## config.mk

```make
export PLATFORM = sky130hd
export DESIGN_NAME = device_id_name_file_matcher_top_flat
export DESIGN_NICKNAME = d
export VERILOG_FILES = /design/src/sv/dim_pkg.sv /design/src/sv/dim_if.sv /design/src/sv/device_id_name_file_matcher_top.sv /design/src/sv/dim_ram.sv /design/src/sv/dim_ctrl.sv /design/src/sv/dim_dp.sv /design/src/flat_wrapper.sv
export VERILOG_INCLUDE_DIRS = /design/src /design/src/sv
export SDC_FILE = /design/constraint.sdc
export NUM_CORES = 2
export LEC_CHECK = 0
export BUFFER_PORTS_ARGS = -buffer_cell sky130_fd_sc_hd__buf_2
export CAP_MARGIN = 20
export CORE_MARGIN = 2
export CORE_UTILIZATION = 55
export DETAILED_ROUTE_END_ITERATION = 8
export PLACE_DENSITY = 0.69
export SLEW_MARGIN = 10
export SYNTH_ARGS = -nofsm -noshare
export SYNTH_HDL_FRONTEND = slang
export SYNTH_HIERARCHICAL = 1
export SYNTH_SLANG_ARGS = --single-unit
```

## constraint.sdc

```tcl
create_clock -name clk -period 5.8 [get_ports clk]
set_input_delay 0.29 -clock clk [delete_from_list [all_inputs] [get_ports clk]]
set_output_delay 0.29 -clock clk [all_outputs]
set_load 0.02 [all_outputs]
```

## src/sv/device_id_name_file_matcher_top_macros.svh

```systemverilog
// Assertion macros for the device ID name matcher
`ifndef DEVICE_ID_NAME_FILE_MATCHER_TOP_MACROS_SVH
`define DEVICE_ID_NAME_FILE_MATCHER_TOP_MACROS_SVH

// cond must hold at every clock edge outside reset
`define DIM_ASSERT_ALWAYS(lbl, clk, rst_n, cond, msg) \
	lbl: assert property (@(posedge clk) disable iff (!rst_n) (cond)) else $error(msg);

// ante at an edge implies cons at the same edge
`define DIM_ASSERT_IMPLIES(lbl, clk, rst_n, ante, cons, msg) \
	lbl: assert property (@(posedge clk) disable iff (!rst_n) (ante) |-> (cons)) \
		else $error(msg);

`endif

```

## src/sv/dim_pkg.sv

```systemverilog
// Shared types, codes and helpers of the device ID name matcher
package dim_pkg;

	localparam int MAX_ENTRIES_D = 16;
	localparam int NAME_LIMIT_D  = 64;
	localparam int LINE_LIMIT_D  = 256;

	localparam logic [2:0] OP_CLEAR = 3'd0;
	localparam logic [2:0] OP_ADD   = 3'd1;
	localparam logic [2:0] OP_TEXT  = 3'd2;
	localparam logic [2:0] OP_END   = 3'd3;
	localparam logic [2:0] OP_FIND  = 3'd4;

	localparam logic [1:0] KIND_ADD   = 2'd0;
	localparam logic [1:0] KIND_FIND  = 2'd1;
	localparam logic [1:0] KIND_VNAME = 2'd2;
	localparam logic [1:0] KIND_DNAME = 2'd3;

	localparam logic [7:0] CH_NL   = 8'h0A;
	localparam logic [7:0] CH_TAB  = 8'h09;
	localparam logic [7:0] CH_CR   = 8'h0D;
	localparam logic [7:0] CH_SP   = 8'h20;
	localparam logic [7:0] CH_HASH = 8'h23;
	localparam logic [7:0] CH_NUL  = 8'h00;

	typedef enum logic [2:0] {
		S_IDLE,
		S_LOOK,
		S_LINE,
		S_FAIL,
		S_RD,
		S_EMIT
	} state_t;

	typedef struct packed {
		logic tbl_clear;
		logic key_cap;
		logic byte_store;
		logic line_cap;
		logic ans_load;
		logic line_close;
		logic fail_load;
		logic run_read;
		logic run_load;
	} cmd_t;

	typedef struct packed {
		logic out_free;
		logic vendor_emit;
		logic vendor_fail;
		logic device_emit;
		logic run_last;
	} status_t;

	// {valid, value}
	function automatic logic [4:0] hex_nibble(input logic [7:0] c);
		logic [4:0] r;
		r = 5'd0;
		if (c >= 8'h30 && c <= 8'h39) begin
			r = {1'b1, 4'(c - 8'h30)};
		end else if (c >= 8'h61 && c <= 8'h66) begin
			r = {1'b1, 4'(c - 8'h57)};
		end else if (c >= 8'h41 && c <= 8'h46) begin
			r = {1'b1, 4'(c - 8'h37)};
		end
		return r;
	endfunction

	function automatic logic is_blank(input logic [7:0] c);
		return (c == CH_SP) || (c == CH_TAB) || (c == CH_CR);
	endfunction

endpackage

```

## src/sv/dim_if.sv

```systemverilog
// Input and output channel interfaces of the device ID name matcher
interface dim_in_if;
	logic        valid;
	logic        ready;
	logic [2:0]  op;
	logic [15:0] vend_key;
	logic [15:0] dev_key;
	logic [7:0]  text_byte;

	modport source (output valid, op, vend_key, dev_key, text_byte, input ready);
	modport sink (input valid, op, vend_key, dev_key, text_byte, output ready);
	modport monitor (input valid, ready, op, vend_key, dev_key, text_byte);
endinterface

interface dim_out_if;
	logic        valid;
	logic        ready;
	logic [1:0]  kind;
	logic        ok;
	logic [3:0]  entry_index;
	logic [15:0] entry_mask;
	logic [7:0]  name_char;
	logic        last;

	modport source (output valid, kind, ok, entry_index, entry_mask, name_char, last,
		input ready);
	modport sink (input valid, kind, ok, entry_index, entry_mask, name_char, last,
		output ready);
	modport monitor (input valid, ready, kind, ok, entry_index, entry_mask, name_char,
		last);
endinterface

```

## src/sv/device_id_name_file_matcher_top.sv

```systemverilog
// Top level of the device ID name matcher
// Usage:
// in_ch carries commands: clear table, add pair, text byte, end of text, find pair.
// out_ch carries answers and name runs (kind, ok, entry_index, entry_mask,
// name_char, last); last marks the final item of a run or a single answer.
// Clear and plain text bytes leave the controller idle and give no result.
// Add and find give one answer each; the table compare over
// all entries is done in parallel and registered before the priority pick.
// A newline or end of text registers the table compares, then S_LINE decides the line;
// a name run then reads each byte from the line RAM (S_RD) and loads it out (S_EMIT).
// A name is at most NAME_LIMIT-1 bytes long.
// in_ch.ready is high only while no command is in progress; an add/find
// answer or a pending output item does not block clears or text bytes.
// When the receiver stalls, the output register holds and the run waits.
// Reset empties the table and the line state; the line RAM and table
// contents are not cleared and need no sweep.
module device_id_name_file_matcher_top import dim_pkg::*; #(
	parameter int MAX_ENTRIES = MAX_ENTRIES_D,
	parameter int NAME_LIMIT  = NAME_LIMIT_D,
	parameter int LINE_LIMIT  = LINE_LIMIT_D
) (
	input logic       clk,
	input logic       arst_n,
	dim_in_if.sink    in_ch,
	dim_out_if.source out_ch
);
	`include "device_id_name_file_matcher_top_macros.svh"

	cmd_t    cmd;
	status_t status;
	logic    is_nl;

	assign is_nl = (in_ch.text_byte == CH_NL);

	dim_ctrl u_ctrl (
		.clk      (clk),
		.arst_n   (arst_n),
		.in_valid (in_ch.valid),
		.op       (in_ch.op),
		.is_nl    (is_nl),
		.in_ready (in_ch.ready),
		.status   (status),
		.cmd      (cmd)
	);

	dim_dp #(
		.MAX_ENTRIES (MAX_ENTRIES),
		.NAME_LIMIT  (NAME_LIMIT),
		.LINE_LIMIT  (LINE_LIMIT)
	) u_dp (
		.clk       (clk),
		.arst_n    (arst_n),
		.op        (in_ch.op),
		.vend_key  (in_ch.vend_key),
		.dev_key   (in_ch.dev_key),
		.text_byte (in_ch.text_byte),
		.cmd       (cmd),
		.status    (status),
		.out_ch    (out_ch)
	);

	`DIM_ASSERT_ALWAYS(a_cmd_onehot, clk, arst_n,
		$onehot0({cmd.tbl_clear, cmd.key_cap, cmd.byte_store, cmd.line_cap, cmd.ans_load,
		cmd.line_close, cmd.fail_load, cmd.run_read, cmd.run_load}),
		"more than one command at once")
	`DIM_ASSERT_IMPLIES(a_load_free, clk, arst_n,
		cmd.ans_load || cmd.fail_load || cmd.run_load, status.out_free,
		"output loaded while occupied")
	`DIM_ASSERT_IMPLIES(a_no_accept_busy, clk, arst_n,
		cmd.run_read || cmd.run_load || cmd.line_close, !in_ch.ready,
		"input accepted during line work")
endmodule

```

## src/sv/dim_ram.sv

```systemverilog
// Generic single-write, single-read RAM with registered read data
module dim_ram #(
	parameter int WIDTH = 8,
	parameter int DEPTH = 256
) (
	input  logic                     clk,
	input  logic                     we,
	input  logic [$clog2(DEPTH)-1:0] waddr,
	input  logic [WIDTH-1:0]         wdata,
	input  logic                     re,
	input  logic [$clog2(DEPTH)-1:0] raddr,
	output logic [WIDTH-1:0]         rdata
);
	logic [WIDTH-1:0] mem [DEPTH];

	always_ff @(posedge clk) begin
		if (we) begin
			mem[waddr] <= wdata;
		end
		if (re) begin
			rdata <= mem[raddr];
		end
	end
endmodule

```

## src/sv/dim_ctrl.sv

```systemverilog
// Controller state machine of the device ID name matcher
module dim_ctrl import dim_pkg::*; (
	input  logic       clk,
	input  logic       arst_n,
	input  logic       in_valid,
	input  logic [2:0] op,
	input  logic       is_nl,
	output logic       in_ready,
	input  status_t    status,
	output cmd_t       cmd
);
	state_t state_q, state_nx;
	logic   acc;

	assign in_ready = (state_q == S_IDLE);
	assign acc      = in_valid && in_ready;

	always_ff @(posedge clk or negedge arst_n) begin
		if (!arst_n) begin
			state_q <= S_IDLE;
		end else begin
			state_q <= state_nx;
		end
	end

	always_comb begin
		state_nx = state_q;
		case (state_q)
			S_IDLE: begin
				if (acc) begin
					case (op)
						OP_ADD, OP_FIND: state_nx = S_LOOK;
						OP_TEXT: begin
							if (is_nl) begin
								state_nx = S_LINE;
							end
						end
						OP_END: state_nx = S_LINE;
						default: state_nx = S_IDLE;
					endcase
				end
			end
			S_LOOK: begin
				if (status.out_free) begin
					state_nx = S_IDLE;
				end
			end
			S_LINE: begin
				if (status.vendor_fail) begin
					state_nx = S_FAIL;
				end else if (status.vendor_emit || status.device_emit) begin
					state_nx = S_RD;
				end else begin
					state_nx = S_IDLE;
				end
			end
			S_FAIL: begin
				if (status.out_free) begin
					state_nx = S_IDLE;
				end
			end
			S_RD: state_nx = S_EMIT;
			S_EMIT: begin
				if (status.out_free) begin
					state_nx = status.run_last ? S_IDLE : S_RD;
				end
			end
			default: state_nx = S_IDLE;
		endcase
	end

	always_comb begin
		cmd = '0;
		case (state_q)
			S_IDLE: begin
				if (acc) begin
					case (op)
						OP_CLEAR: cmd.tbl_clear = 1'b1;
						OP_ADD, OP_FIND: cmd.key_cap = 1'b1;
						OP_TEXT: begin
							if (is_nl) begin
								cmd.line_cap = 1'b1;
							end else begin
								cmd.byte_store = 1'b1;
							end
						end
						OP_END: cmd.line_cap = 1'b1;
						default: cmd = '0;
					endcase
				end
			end
			S_LOOK: cmd.ans_load = status.out_free;
			S_LINE: cmd.line_close = 1'b1;
			S_FAIL: cmd.fail_load = status.out_free;
			S_RD: cmd.run_read = 1'b1;
			S_EMIT: cmd.run_load = status.out_free;
			default: cmd = '0;
		endcase
	end
endmodule

```

## src/sv/dim_dp.sv

```systemverilog
// Datapath: ID table, line tracker, line buffer and output register
module dim_dp import dim_pkg::*; #(
	parameter int MAX_ENTRIES = MAX_ENTRIES_D,
	parameter int NAME_LIMIT  = NAME_LIMIT_D,
	parameter int LINE_LIMIT  = LINE_LIMIT_D
) (
	input  logic        clk,
	input  logic        arst_n,
	input  logic [2:0]  op,
	input  logic [15:0] vend_key,
	input  logic [15:0] dev_key,
	input  logic [7:0]  text_byte,
	input  cmd_t        cmd,
	output status_t     status,
	dim_out_if.source   out_ch
);
	localparam int LW = $clog2(LINE_LIMIT);
	localparam int IW = (MAX_ENTRIES > 1) ? $clog2(MAX_ENTRIES) : 1;
	localparam int CW = $clog2(MAX_ENTRIES + 1);

	// entry table
	logic [15:0]            ent_v_q [MAX_ENTRIES];
	logic [15:0]            ent_d_q [MAX_ENTRIES];
	logic [15:0]            key_v_q, key_d_q;
	logic [CW-1:0]          count_q;
	logic [MAX_ENTRIES-1:0] mv_q, vm_q;
	logic                   add_q, end_q;
	logic [IW-1:0]          hidx;
	logic                   hit, full, add_write;

	// line tracker
	logic [LW-1:0] line_len_q, eff_len_q, s_q, e_q;
	logic          ovf_q, zero_q, b0_hash_q, b0_tab_q, b1_tab_q;
	logic [15:0]   hv_q, hd_q;
	logic          hv_ok_q, hd_ok_q, sep4_q, sep5_q, st_found_q;
	logic [15:0]   cur_vendor_q;
	logic          vseen_q;
	logic          room;
	logic [4:0]    hx;
	logic [LW-1:0] sep_pos;

	// line decision
	logic          cond, vendor_ok, device_ok, name_ok, any_v;
	logic [15:0]   mask16;
	logic [3:0]    idx4;

	// run and output
	logic [1:0]    run_kind_q;
	logic [15:0]   run_mask_q;
	logic [3:0]    run_idx_q;
	logic [LW-1:0] ptr_q, last_q;
	logic [7:0]    ram_rdata;
	logic          out_valid_q;
	logic          load;

	assign full = (32'(count_q) >= 32'(MAX_ENTRIES));
	assign room = !ovf_q && (32'(line_len_q) < 32'(LINE_LIMIT - 1));
	assign hx   = hex_nibble(text_byte);
	assign sep_pos = b0_tab_q ? LW'(5) : LW'(4);

	always_comb begin
		hidx = '0;
		for (int i = MAX_ENTRIES - 1; i >= 0; i--) begin
			if (mv_q[i]) begin
				hidx = IW'(i);
			end
		end
	end
	assign hit       = |mv_q;
	assign add_write = cmd.ans_load && add_q && !hit && !full;

	always_comb begin
		logic [MAX_ENTRIES+15:0] vext;
		logic [IW+3:0]           iext;
		vext   = {16'b0, vm_q};
		iext   = {4'b0, hidx};
		mask16 = vext[15:0];
		idx4   = iext[3:0];
	end

	assign any_v     = |vm_q;
	assign cond      = !ovf_q && (eff_len_q != '0) && !b0_hash_q;
	assign vendor_ok = cond && !b0_tab_q && (eff_len_q >= LW'(5)) && hv_ok_q && sep4_q
		&& st_found_q;
	assign device_ok = cond && b0_tab_q && !b1_tab_q && vseen_q && (eff_len_q >= LW'(6))
		&& hd_ok_q && sep5_q && st_found_q;
	assign name_ok   = (32'(e_q - s_q) < 32'(NAME_LIMIT - 1));

	assign status.out_free    = !out_valid_q || out_ch.ready;
	assign status.vendor_emit = vendor_ok && any_v && name_ok;
	assign status.vendor_fail = vendor_ok && any_v && !name_ok;
	assign status.device_emit = device_ok && hit && name_ok;
	assign status.run_last    = (ptr_q == last_q);

	// table storage, written from the held key
	always_ff @(posedge clk) begin
		if (add_write) begin
			ent_v_q[count_q[IW-1:0]] <= key_v_q;
			ent_d_q[count_q[IW-1:0]] <= key_d_q;
		end
	end

	// hold the key until the answer is loaded
	always_ff @(posedge clk) begin
		if (cmd.key_cap) begin
			key_v_q <= vend_key;
			key_d_q <= dev_key;
		end
	end

	always_ff @(posedge clk or negedge arst_n) begin
		if (!arst_n) begin
			count_q <= '0;
			mv_q    <= '0;
			vm_q    <= '0;
			add_q   <= 1'b0;
			end_q   <= 1'b0;
		end else begin
			if (cmd.tbl_clear) begin
				count_q <= '0;
			end else if (add_write) begin
				count_q <= count_q + CW'(1);
			end
			if (cmd.key_cap) begin
				add_q <= (op == OP_ADD);
				for (int i = 0; i < MAX_ENTRIES; i++) begin
					mv_q[i] <= (32'(i) < 32'(count_q)) && (ent_v_q[i] == vend_key)
						&& (ent_d_q[i] == dev_key);
				end
			end else if (cmd.line_cap) begin
				end_q <= (op == OP_END);
				for (int i = 0; i < MAX_ENTRIES; i++) begin
					mv_q[i] <= (32'(i) < 32'(count_q)) && (ent_v_q[i] == cur_vendor_q)
						&& (ent_d_q[i] == hd_q);
					vm_q[i] <= (32'(i) < 32'(count_q)) && (ent_v_q[i] == hv_q);
				end
			end
		end
	end

	// line tracker: parse fields as bytes arrive
	always_ff @(posedge clk or negedge arst_n) begin
		if (!arst_n) begin
			line_len_q   <= '0;
			eff_len_q    <= '0;
			ovf_q        <= 1'b0;
			zero_q       <= 1'b0;
			b0_hash_q    <= 1'b0;
			b0_tab_q     <= 1'b0;
			b1_tab_q     <= 1'b0;
			hv_q         <= '0;
			hd_q         <= '0;
			hv_ok_q      <= 1'b1;
			hd_ok_q      <= 1'b1;
			sep4_q       <= 1'b0;
			sep5_q       <= 1'b0;
			st_found_q   <= 1'b0;
			s_q          <= '0;
			e_q          <= '0;
			cur_vendor_q <= '0;
			vseen_q      <= 1'b0;
		end else if (cmd.line_close) begin
			line_len_q <= '0;
			eff_len_q  <= '0;
			ovf_q      <= 1'b0;
			zero_q     <= 1'b0;
			b0_hash_q  <= 1'b0;
			b0_tab_q   <= 1'b0;
			b1_tab_q   <= 1'b0;
			hv_ok_q    <= 1'b1;
			hd_ok_q    <= 1'b1;
			sep4_q     <= 1'b0;
			sep5_q     <= 1'b0;
			st_found_q <= 1'b0;
			if (end_q) begin
				cur_vendor_q <= '0;
				vseen_q      <= 1'b0;
			end else if (vendor_ok) begin
				cur_vendor_q <= hv_q;
				vseen_q      <= 1'b1;
			end
		end else if (cmd.byte_store) begin
			if (!room) begin
				ovf_q <= 1'b1;
			end else begin
				line_len_q <= line_len_q + LW'(1);
				if (!zero_q) begin
					if (text_byte == CH_NUL) begin
						zero_q <= 1'b1;
					end else begin
						eff_len_q <= line_len_q + LW'(1);
						if (line_len_q == LW'(0)) begin
							b0_hash_q <= (text_byte == CH_HASH);
							b0_tab_q  <= (text_byte == CH_TAB);
						end
						if (line_len_q == LW'(1)) begin
							b1_tab_q <= (text_byte == CH_TAB);
						end
						if (line_len_q < LW'(4)) begin
							hv_q    <= {hv_q[11:0], hx[3:0]};
							hv_ok_q <= hv_ok_q && hx[4];
						end
						if (line_len_q >= LW'(1) && line_len_q <= LW'(4)) begin
							hd_q    <= {hd_q[11:0], hx[3:0]};
							hd_ok_q <= hd_ok_q && hx[4];
						end
						if (line_len_q == LW'(4)) begin
							sep4_q <= (text_byte == CH_SP) || (text_byte == CH_TAB);
						end
						if (line_len_q == LW'(5)) begin
							sep5_q <= (text_byte == CH_SP) || (text_byte == CH_TAB);
						end
						if (line_len_q > sep_pos && line_len_q > LW'(3)
							&& !is_blank(text_byte)) begin
							if (!st_found_q) begin
								s_q        <= line_len_q;
								st_found_q <= 1'b1;
							end
							e_q <= line_len_q;
						end
					end
				end
			end
		end
	end

	dim_ram #(
		.WIDTH(8),
		.DEPTH(LINE_LIMIT)
	) u_line_ram (
		.clk   (clk),
		.we    (cmd.byte_store && room),
		.waddr (line_len_q),
		.wdata (text_byte),
		.re    (cmd.run_read),
		.raddr (ptr_q),
		.rdata (ram_rdata)
	);

	// run setup and advance
	always_ff @(posedge clk) begin
		if (cmd.line_close) begin
			run_kind_q <= vendor_ok ? KIND_VNAME : KIND_DNAME;
			run_mask_q <= vendor_ok ? mask16 : 16'd0;
			run_idx_q  <= vendor_ok ? 4'd0 : idx4;
			ptr_q      <= s_q;
			last_q     <= e_q;
		end else if (cmd.run_load) begin
			ptr_q <= ptr_q + LW'(1);
		end
	end

	assign load = cmd.ans_load || cmd.fail_load || cmd.run_load;

	always_ff @(posedge clk or negedge arst_n) begin
		if (!arst_n) begin
			out_valid_q <= 1'b0;
		end else if (load) begin
			out_valid_q <= 1'b1;
		end else if (out_ch.ready) begin
			out_valid_q <= 1'b0;
		end
	end

	always_ff @(posedge clk) begin
		if (cmd.ans_load) begin
			out_ch.kind        <= add_q ? KIND_ADD : KIND_FIND;
			out_ch.ok          <= add_q ? (hit || !full) : hit;
			out_ch.entry_index <= (!add_q && hit) ? idx4 : 4'd0;
			out_ch.entry_mask  <= 16'd0;
			out_ch.name_char   <= 8'd0;
			out_ch.last        <= 1'b1;
		end else if (cmd.fail_load) begin
			out_ch.kind        <= run_kind_q;
			out_ch.ok          <= 1'b0;
			out_ch.entry_index <= 4'd0;
			out_ch.entry_mask  <= run_mask_q;
			out_ch.name_char   <= 8'd0;
			out_ch.last        <= 1'b1;
		end else if (cmd.run_load) begin
			out_ch.kind        <= run_kind_q;
			out_ch.ok          <= 1'b1;
			out_ch.entry_index <= run_idx_q;
			out_ch.entry_mask  <= run_mask_q;
			out_ch.name_char   <= ram_rdata;
			out_ch.last        <= status.run_last;
		end
	end

	assign out_ch.valid = out_valid_q;
endmodule

```

## src/flat_wrapper.sv

```systemverilog
// flat-port wrapper written by rule: the top's interface ports become plain ports
module device_id_name_file_matcher_top_flat import dim_pkg::*;
#(
	parameter int MAX_ENTRIES = MAX_ENTRIES_D,
	parameter int NAME_LIMIT  = NAME_LIMIT_D,
	parameter int LINE_LIMIT  = LINE_LIMIT_D
)
  (clk, arst_n, in_ch_valid, in_ch_op, in_ch_vend_key, in_ch_dev_key, in_ch_text_byte, in_ch_ready, out_ch_valid, out_ch_kind, out_ch_ok, out_ch_entry_index, out_ch_entry_mask, out_ch_name_char, out_ch_last, out_ch_ready);
  dim_in_if in_ch_i ();
  dim_out_if out_ch_i ();
  input logic clk;
  input logic arst_n;
  input wire logic [$bits(in_ch_i.valid)-1:0] in_ch_valid;
  input wire logic [$bits(in_ch_i.op)-1:0] in_ch_op;
  input wire logic [$bits(in_ch_i.vend_key)-1:0] in_ch_vend_key;
  input wire logic [$bits(in_ch_i.dev_key)-1:0] in_ch_dev_key;
  input wire logic [$bits(in_ch_i.text_byte)-1:0] in_ch_text_byte;
  output wire logic [$bits(in_ch_i.ready)-1:0] in_ch_ready;
  output wire logic [$bits(out_ch_i.valid)-1:0] out_ch_valid;
  output wire logic [$bits(out_ch_i.kind)-1:0] out_ch_kind;
  output wire logic [$bits(out_ch_i.ok)-1:0] out_ch_ok;
  output wire logic [$bits(out_ch_i.entry_index)-1:0] out_ch_entry_index;
  output wire logic [$bits(out_ch_i.entry_mask)-1:0] out_ch_entry_mask;
  output wire logic [$bits(out_ch_i.name_char)-1:0] out_ch_name_char;
  output wire logic [$bits(out_ch_i.last)-1:0] out_ch_last;
  input wire logic [$bits(out_ch_i.ready)-1:0] out_ch_ready;
  assign in_ch_i.valid = in_ch_valid;
  assign in_ch_i.op = in_ch_op;
  assign in_ch_i.vend_key = in_ch_vend_key;
  assign in_ch_i.dev_key = in_ch_dev_key;
  assign in_ch_i.text_byte = in_ch_text_byte;
  assign in_ch_ready = in_ch_i.ready;
  assign out_ch_valid = out_ch_i.valid;
  assign out_ch_kind = out_ch_i.kind;
  assign out_ch_ok = out_ch_i.ok;
  assign out_ch_entry_index = out_ch_i.entry_index;
  assign out_ch_entry_mask = out_ch_i.entry_mask;
  assign out_ch_name_char = out_ch_i.name_char;
  assign out_ch_last = out_ch_i.last;
  assign out_ch_i.ready = out_ch_ready;
  device_id_name_file_matcher_top #(.MAX_ENTRIES(MAX_ENTRIES), .NAME_LIMIT(NAME_LIMIT), .LINE_LIMIT(LINE_LIMIT)) u_core (.clk(clk), .arst_n(arst_n), .in_ch(in_ch_i), .out_ch(out_ch_i));
endmodule
```

# Yosys cells after proc, flatten, opt, wreduce, memory -nomap -nowiden
# Memory sizes are Yosys's and may differ from the RTL's. A register that Yosys moved wholly into a read port is not among the register bits.
# Index checks and enable logic that the tools add are counted.
# W data, S select, Z words.
[totals] elab_cells=501 register_bits=236 inputBits=47 memories=3 mem_bits_rw=2560
[op_classes] eq_ne=105 addsub=7 n_mux=137 order_cmp=32 bitwise_logic=5 n_reduce_logical=174
[mem_list] memory="u_core.u_dp.u_line_ram.mem" words=256 width=8 read_ports=1 rd_ports_with_merged_regs=1 wr=1 line="dim_ram.sv:14" text="logic [WIDTH-1:0] mem [DEPTH];"
[mem_list] memory="u_core.u_dp.ent_d_q" words=16 width=16 read_ports=16 rd_ports_with_merged_regs=0 wr=1 line="dim_dp.sv:23" text="logic [15:0] ent_d_q [MAX_ENTRIES];"
[mem_list] memory="u_core.u_dp.ent_v_q" words=16 width=16 read_ports=16 rd_ports_with_merged_regs=0 wr=1 line="dim_dp.sv:22" text="logic [15:0] ent_v_q [MAX_ENTRIES];"
[ops] operator="$eq A16 B16 Y1" n=80
[ops] operator="$logic_and A1 B1 Y1" n=114
[ops] operator="$mux W16" n=6
[ops] operator="$mux W4" n=21
[ops] operator="$mux W8" n=10
[ops] operator="$mux W1" n=76
[ops] operator="$lt A4 B5 Y1 const A" n=8
[ops] operator="$reduce_and A5 Y1" n=7
[ops] operator="$lt A32 B6 Y1 const B" n=1
[ops] operator="$reduce_or A16 Y1" n=2
[ops] operator="$reduce_bool A2 Y1" n=15
[ops] operator="$mux W5" n=5
[ops] operator="$eq A8 B4 Y1 const B" n=3
[ops] operator="$mux W3" n=7
[ops] operator="$lt A3 B5 Y1 const A" n=4
[ops] operator="$reduce_and A6 Y1" n=3
[ops] operator="$add A8 B1 Y8 const B" n=2
[ops] operator="$eq A8 B3 Y1 const B" n=2
[ops] operator="$eq A8 B6 Y1 const B" n=2
[ops] operator="$ge A8 B3 Y1 const B" n=2
[ops] operator="$ge A8 B7 Y1 const B" n=2
[ops] operator="$le A8 B7 Y1 const B" n=2
[ops] operator="$logic_not A8 Y1" n=2
[ops] operator="$pmux W3 S5" n=1
[ops] operator="other kinds (37)" n=83

# Longest topological paths before layout
[depth] word_depth=18 depth_mapped=12 mapped_depth_nobuf=12

# Hierarchy
# The synthesis kept the hierarchy.
[modules_own_cells] module="dim_ram" n_inst=1 cells_each=3733 area_each_um2=79636.4 seq_area_each_um2=61739.2
[modules_own_cells] module="dim_dp" n_inst=1 cells_each=3296 area_each_um2=40526.4 seq_area_each_um2=21438.1
[modules_own_cells] module="dim_ctrl" n_inst=1 cells_each=38 area_each_um2=291.5 seq_area_each_um2=75.1
[modules_own_cells] module="device_id_name_file_matcher_top" n_inst=1 cells_each=3 area_each_um2=28.8 seq_area_each_um2=0.0

# Worst setup path before layout
# OpenSTA, ideal clock, no wires.
[synth_timing] path_kind="register -> register" start="register u_core.u_dp.mv_q[9]" end="memory u_core.u_dp.ent_d_q[0][0] (enable)" setup_slack_ns=1.516 setup_time_ns=0.461 t_required_ns=5.339 path_buffers=2 t_arrival_ns=3.823 stages_incl_launch_ff=8 path_cell_list="dfrtp_1 nor4_1 and4_1 clkbuf_1 and2_1 clkbuf_1 nand2_1 nor3_1"
[synth_via] elab_chain_len=6
[synth_lines] element="start: declaration" line="dim_dp.sv:26" text="logic [MAX_ENTRIES-1:0] mv_q, vm_q;"
[synth_lines] element="start signal: indexed assignment" line="dim_dp.sv:127" text="mv_q[i] <= (32'(i) < 32'(count_q)) && (ent_v_q[i] == vend_key)"
[synth_lines] element="start signal: indexed assignment" line="dim_dp.sv:133" text="mv_q[i] <= (32'(i) < 32'(count_q)) && (ent_v_q[i] == cur_vendor_q)"
[synth_lines] element="$reduce_or A16 Y1" line="dim_dp.sv:69" text="assign hit = |mv_q;"
[synth_lines] element="$logic_not A1 Y1" line="dim_dp.sv:70" text="assign add_write = cmd.ans_load && add_q && !hit && !full;"
[synth_lines] element="$logic_and A1 B1 Y1 (2 in a row)" line="dim_dp.sv:70"
[synth_lines] element="$mux W1" line="dim_dp.sv:97" text="if (add_write) begin"
[synth_lines] element="$mux W1 (implied by the code)" line="dim_dp.sv:99" text="ent_d_q[count_q[IW-1:0]] <= key_d_q;"
[synth_lines] element="end: declaration" line="dim_dp.sv:23"
# No other way between the ends.

==> results.ini <==
[worst_setup_path]
timing.critical_path.from_type=register
timing.critical_path.required_ps=6440
path_class=register to register
cp_max_fo=35
timing.reg2reg.setup_slack_ps=1380
worstReg2RegStart=u_core/u_dp/ptr_q[3]
worst_r2r_path_depth=7
r2r_end=u_core/u_dp/u_line_ram/rdata[1]
timing.critical_path.to_type=register
crit_path_arrival_time_ps=5060

[clock_network]
worstSkewPairLatency_ps=960
numCtsBuffers=301
clock_tree.buffer_depth=4
htree_levels=5
cts_post_setup_buffers_inserted=0
clkSinkCount=2803
tritoncts=yes
clk_root_buffer_cell=clkbuf_16
worst_setup_hold_path_clk_slew_ps=60

[timing]
finalSetupViolations=0
final_max_slew_viol_count=0
relSlewSlack_pct=15.2
timing.setup.tns_ps=0
fin_crit_sh_pct=76.2
worst_slack_ps=1380
grt_setup_unrepaired=no
achievable-frequency_mhz=226
tightest_slew_ps=1270
hold_violations=0
minimum_clock_period_ps=4420
skew_ps=82.9

[placed_design]
post_dp_cell_area_mm2=0.124
finalWeightedCongestion=0.967
dpl_worst_slack_ps=1340
buffer_ports.inserted=80
hpwlAfterDp_um=222000

[synthesis]
postSynth.topFlopCell=edfxtp_1
synth_cells=7070
synth.lib_cells_used.distinct=98
sequential_element_share_of_the_synthesized_area_pct=69.1
syn_avg_cell_area_um2=17.0
asyncSetResetFlopFracSynth_pct=4.78
synthesis.yosys.warnings=6
yosys_register_bits=2803
synthesized_nets=7139
synth_edf_count=2644
syn_area_mm2=0.120

[detailed_routing]
wl_cell_um=35.6
detailed_route_wire_length_um=369000
drtAntennaViolNets=0
avgViaCountPerCell=6.74
detailedRoute.firstPassIterationCount=8
drt_iter0_markers=10600
dr_total_vias=69800
drc=0

[pwr]
worst_ir_drop_vdd_v=0.000366
p_leak_nw=43.1
power.density_mw_per_mm2=374
power_mw=50.0

[die]
rows=171
ioPinCount=81
die_area_mm2=0.223
start_util_pct=55.4
dieHeight_um=472
design.core.area_mm2=0.217
die_width_um=472

[finish]
num-fill-cells=15600
top_register=u_core/u_dp/u_line_ram/mem
number_of_flip_flops_in_the_largest_register=2048
area_growth_from_synthesis_to_layout_pct=10.9
finish.instance_area_mm2=0.134
drive_above_1_share_pct=17.5
nNetsFinal=7351

[min_path]
min_path_cells=2
origin_of_the_worst_min_delay_path=in_ch_dev_key[1]
hold_path_end=u_core/u_dp/key_d_q[1]
timing.hold.worst.class=primary input to register

[global_route]
grt_start_max_net_pins=200
global_route.overflow_total=0
antenna_found_initial=20
number_of_global_route_vias_before_repair=68000
total_routing_usage_gr_pct=33.0
global_route_wire_length_before_repair_um=516000

[outcome]
run_status=finished clean

[run]
max_cap_violations=0

[cell families (layout without fill, tap and decap cells)]
kind of cell / count (synthesis) / count (layout) / share of synthesized area [%]
xor gates and xnor gates: 1298 / 1298 / 9.44
muxes: 673 / 673 / 10.4
other: 0 / 20 / 0
DFF: 2803 / 2803 / 69.1
AOI/OAI and AO/OA: 540 / 540 / 3.14
buffers and inverters: 483 / 901 / 2.26
and+or+nand+nor: 1251 / 1251 / 5.40
adders and majority gates: 22 / 22 / 0.235
[repair_timing]
action | CTS | global route
hold endpoints to repair | 505 | 0
hold buffers | 24 | 0
gates resized for setup | 0 | 0
endpoints found under the setup margin | 0 | 0
[how the worst max path moves through the flow]
stage,slack (ps),to,startpoint
3_3_place_gp,1440,u_core/u_dp/u_line_ram/mem[116][0],in_ch_text_byte[2]
6_report,1380,u_core/u_dp/u_line_ram/rdata[1],u_core/u_dp/ptr_q[3]
3_5_place_dp,1340,u_core/u_dp/u_line_ram/mem[116][6],in_ch_text_byte[2]
5_1_grt,1330,u_core/u_dp/hv_q[9],in_ch_text_byte[2]
4_1_cts,1590,u_core/u_dp/u_line_ram/rdata[7],u_core/u_dp/ptr_q[3]
2_1_floorplan,1520,u_core/u_dp/ent_d_q[0][0],u_core/u_dp/mv_q[9]
[synthesized netlist by cell type, drive strengths merged (49+ instances only)]
cell type	instances	area, µm²
o21ai	49	249
nand2	131	494
a21oi	132	661
buf	189	1590
xnor2	767	6720
nor4	185	1180
dfrtp	132	3300
mux2i	153	1530
nor3	85	447
nor2b	56	350
mux4	456	10300
mux2	64	758
xor2	531	4650
nand4	225	1410
nor2	361	1360
a22oi	134	1010
nand3	90	450
edfxtp	2644	79400
o221ai	49	435
clkbuf	252	966
[critical path, stage by stage, from the launching register on]
cell	delay [ps]
edfxtp_1	1090
buf_4	640
or3b_2	510
o22ai_1	180
o21ai_0	540
nand3_1	380
nor4_1	660
nor4_1	120
[layout make-up]
class | instances | area, µm² | area share (%)
timing repair buffer | 350 | 2790 | 2.09
sequential | 2803 | 83300 | 62.3
tap | 2854 | 3570 | 2.67
antenna | 20 | 50.0 | 0.0375
clock inverter | 132 | 1070 | 0.802
clock buffer | 377 | 8040 | 6.02
inverter | 42 | 158 | 0.118
multi-input combinational | 3784 | 34600 | 25.9
[through the flow]
stage | instances | hold WS, ps | utilization (%)
after CTS | 10300 | 6.76 | 61.4
after floorplan | 7070 | -5.59 | -
after detailed placement | 9808 | 437 | 57.1
final | 10400 | 70.3 | 61.4
after global placement | 9803 | 430 | 57.1
after global routing | 10300 | 24.2 | 61.4
[power by group]
part	leakage (nW)	internal (mW)	switching, mW
Combinational	12.7	3.41	5.66
Sequential	25.9	22.4	0.384
Clock	4.47	10.5	7.61
Total	43.1	36.3	13.7
[layout by cell type (no fill, tap or decap), types with 48 or more instances in the layout]
master,n
dfrtp_1,132
clkinv_2,51
nor2b_1,53
buf_2,73
mux4_2,454
clkinv_1,50
nor4_1,181
a21oi_1,132
o221ai_1,48
clkbuf_1,61
xnor2_1,767
nand3_1,90
nand4_1,225
nor3_1,77
buf_4,226
xor2_1,531
nor2_1,341
mux2_2,50
clkbuf_16,307
mux2i_1,153
edfxtp_1,2644
a22oi_1,134
nand2_1,130
[routing by layer]
metal | part of all wire [%] | vias up | track usage [%] | routed length, µm
li1 | - | 28000 | - | -
met3 | 12 | 1256 | 8.01 | 43800
met1 | 36 | 35600 | 43.7 | 132000
met4 | 6.8 | 10 | 18.9 | 25100
met2 | 45 | 5011 | 50.2 | 168000
met5 | 0.019 | - | 0 | 71
No activity file was read; power rests on OpenSTA's default activity.
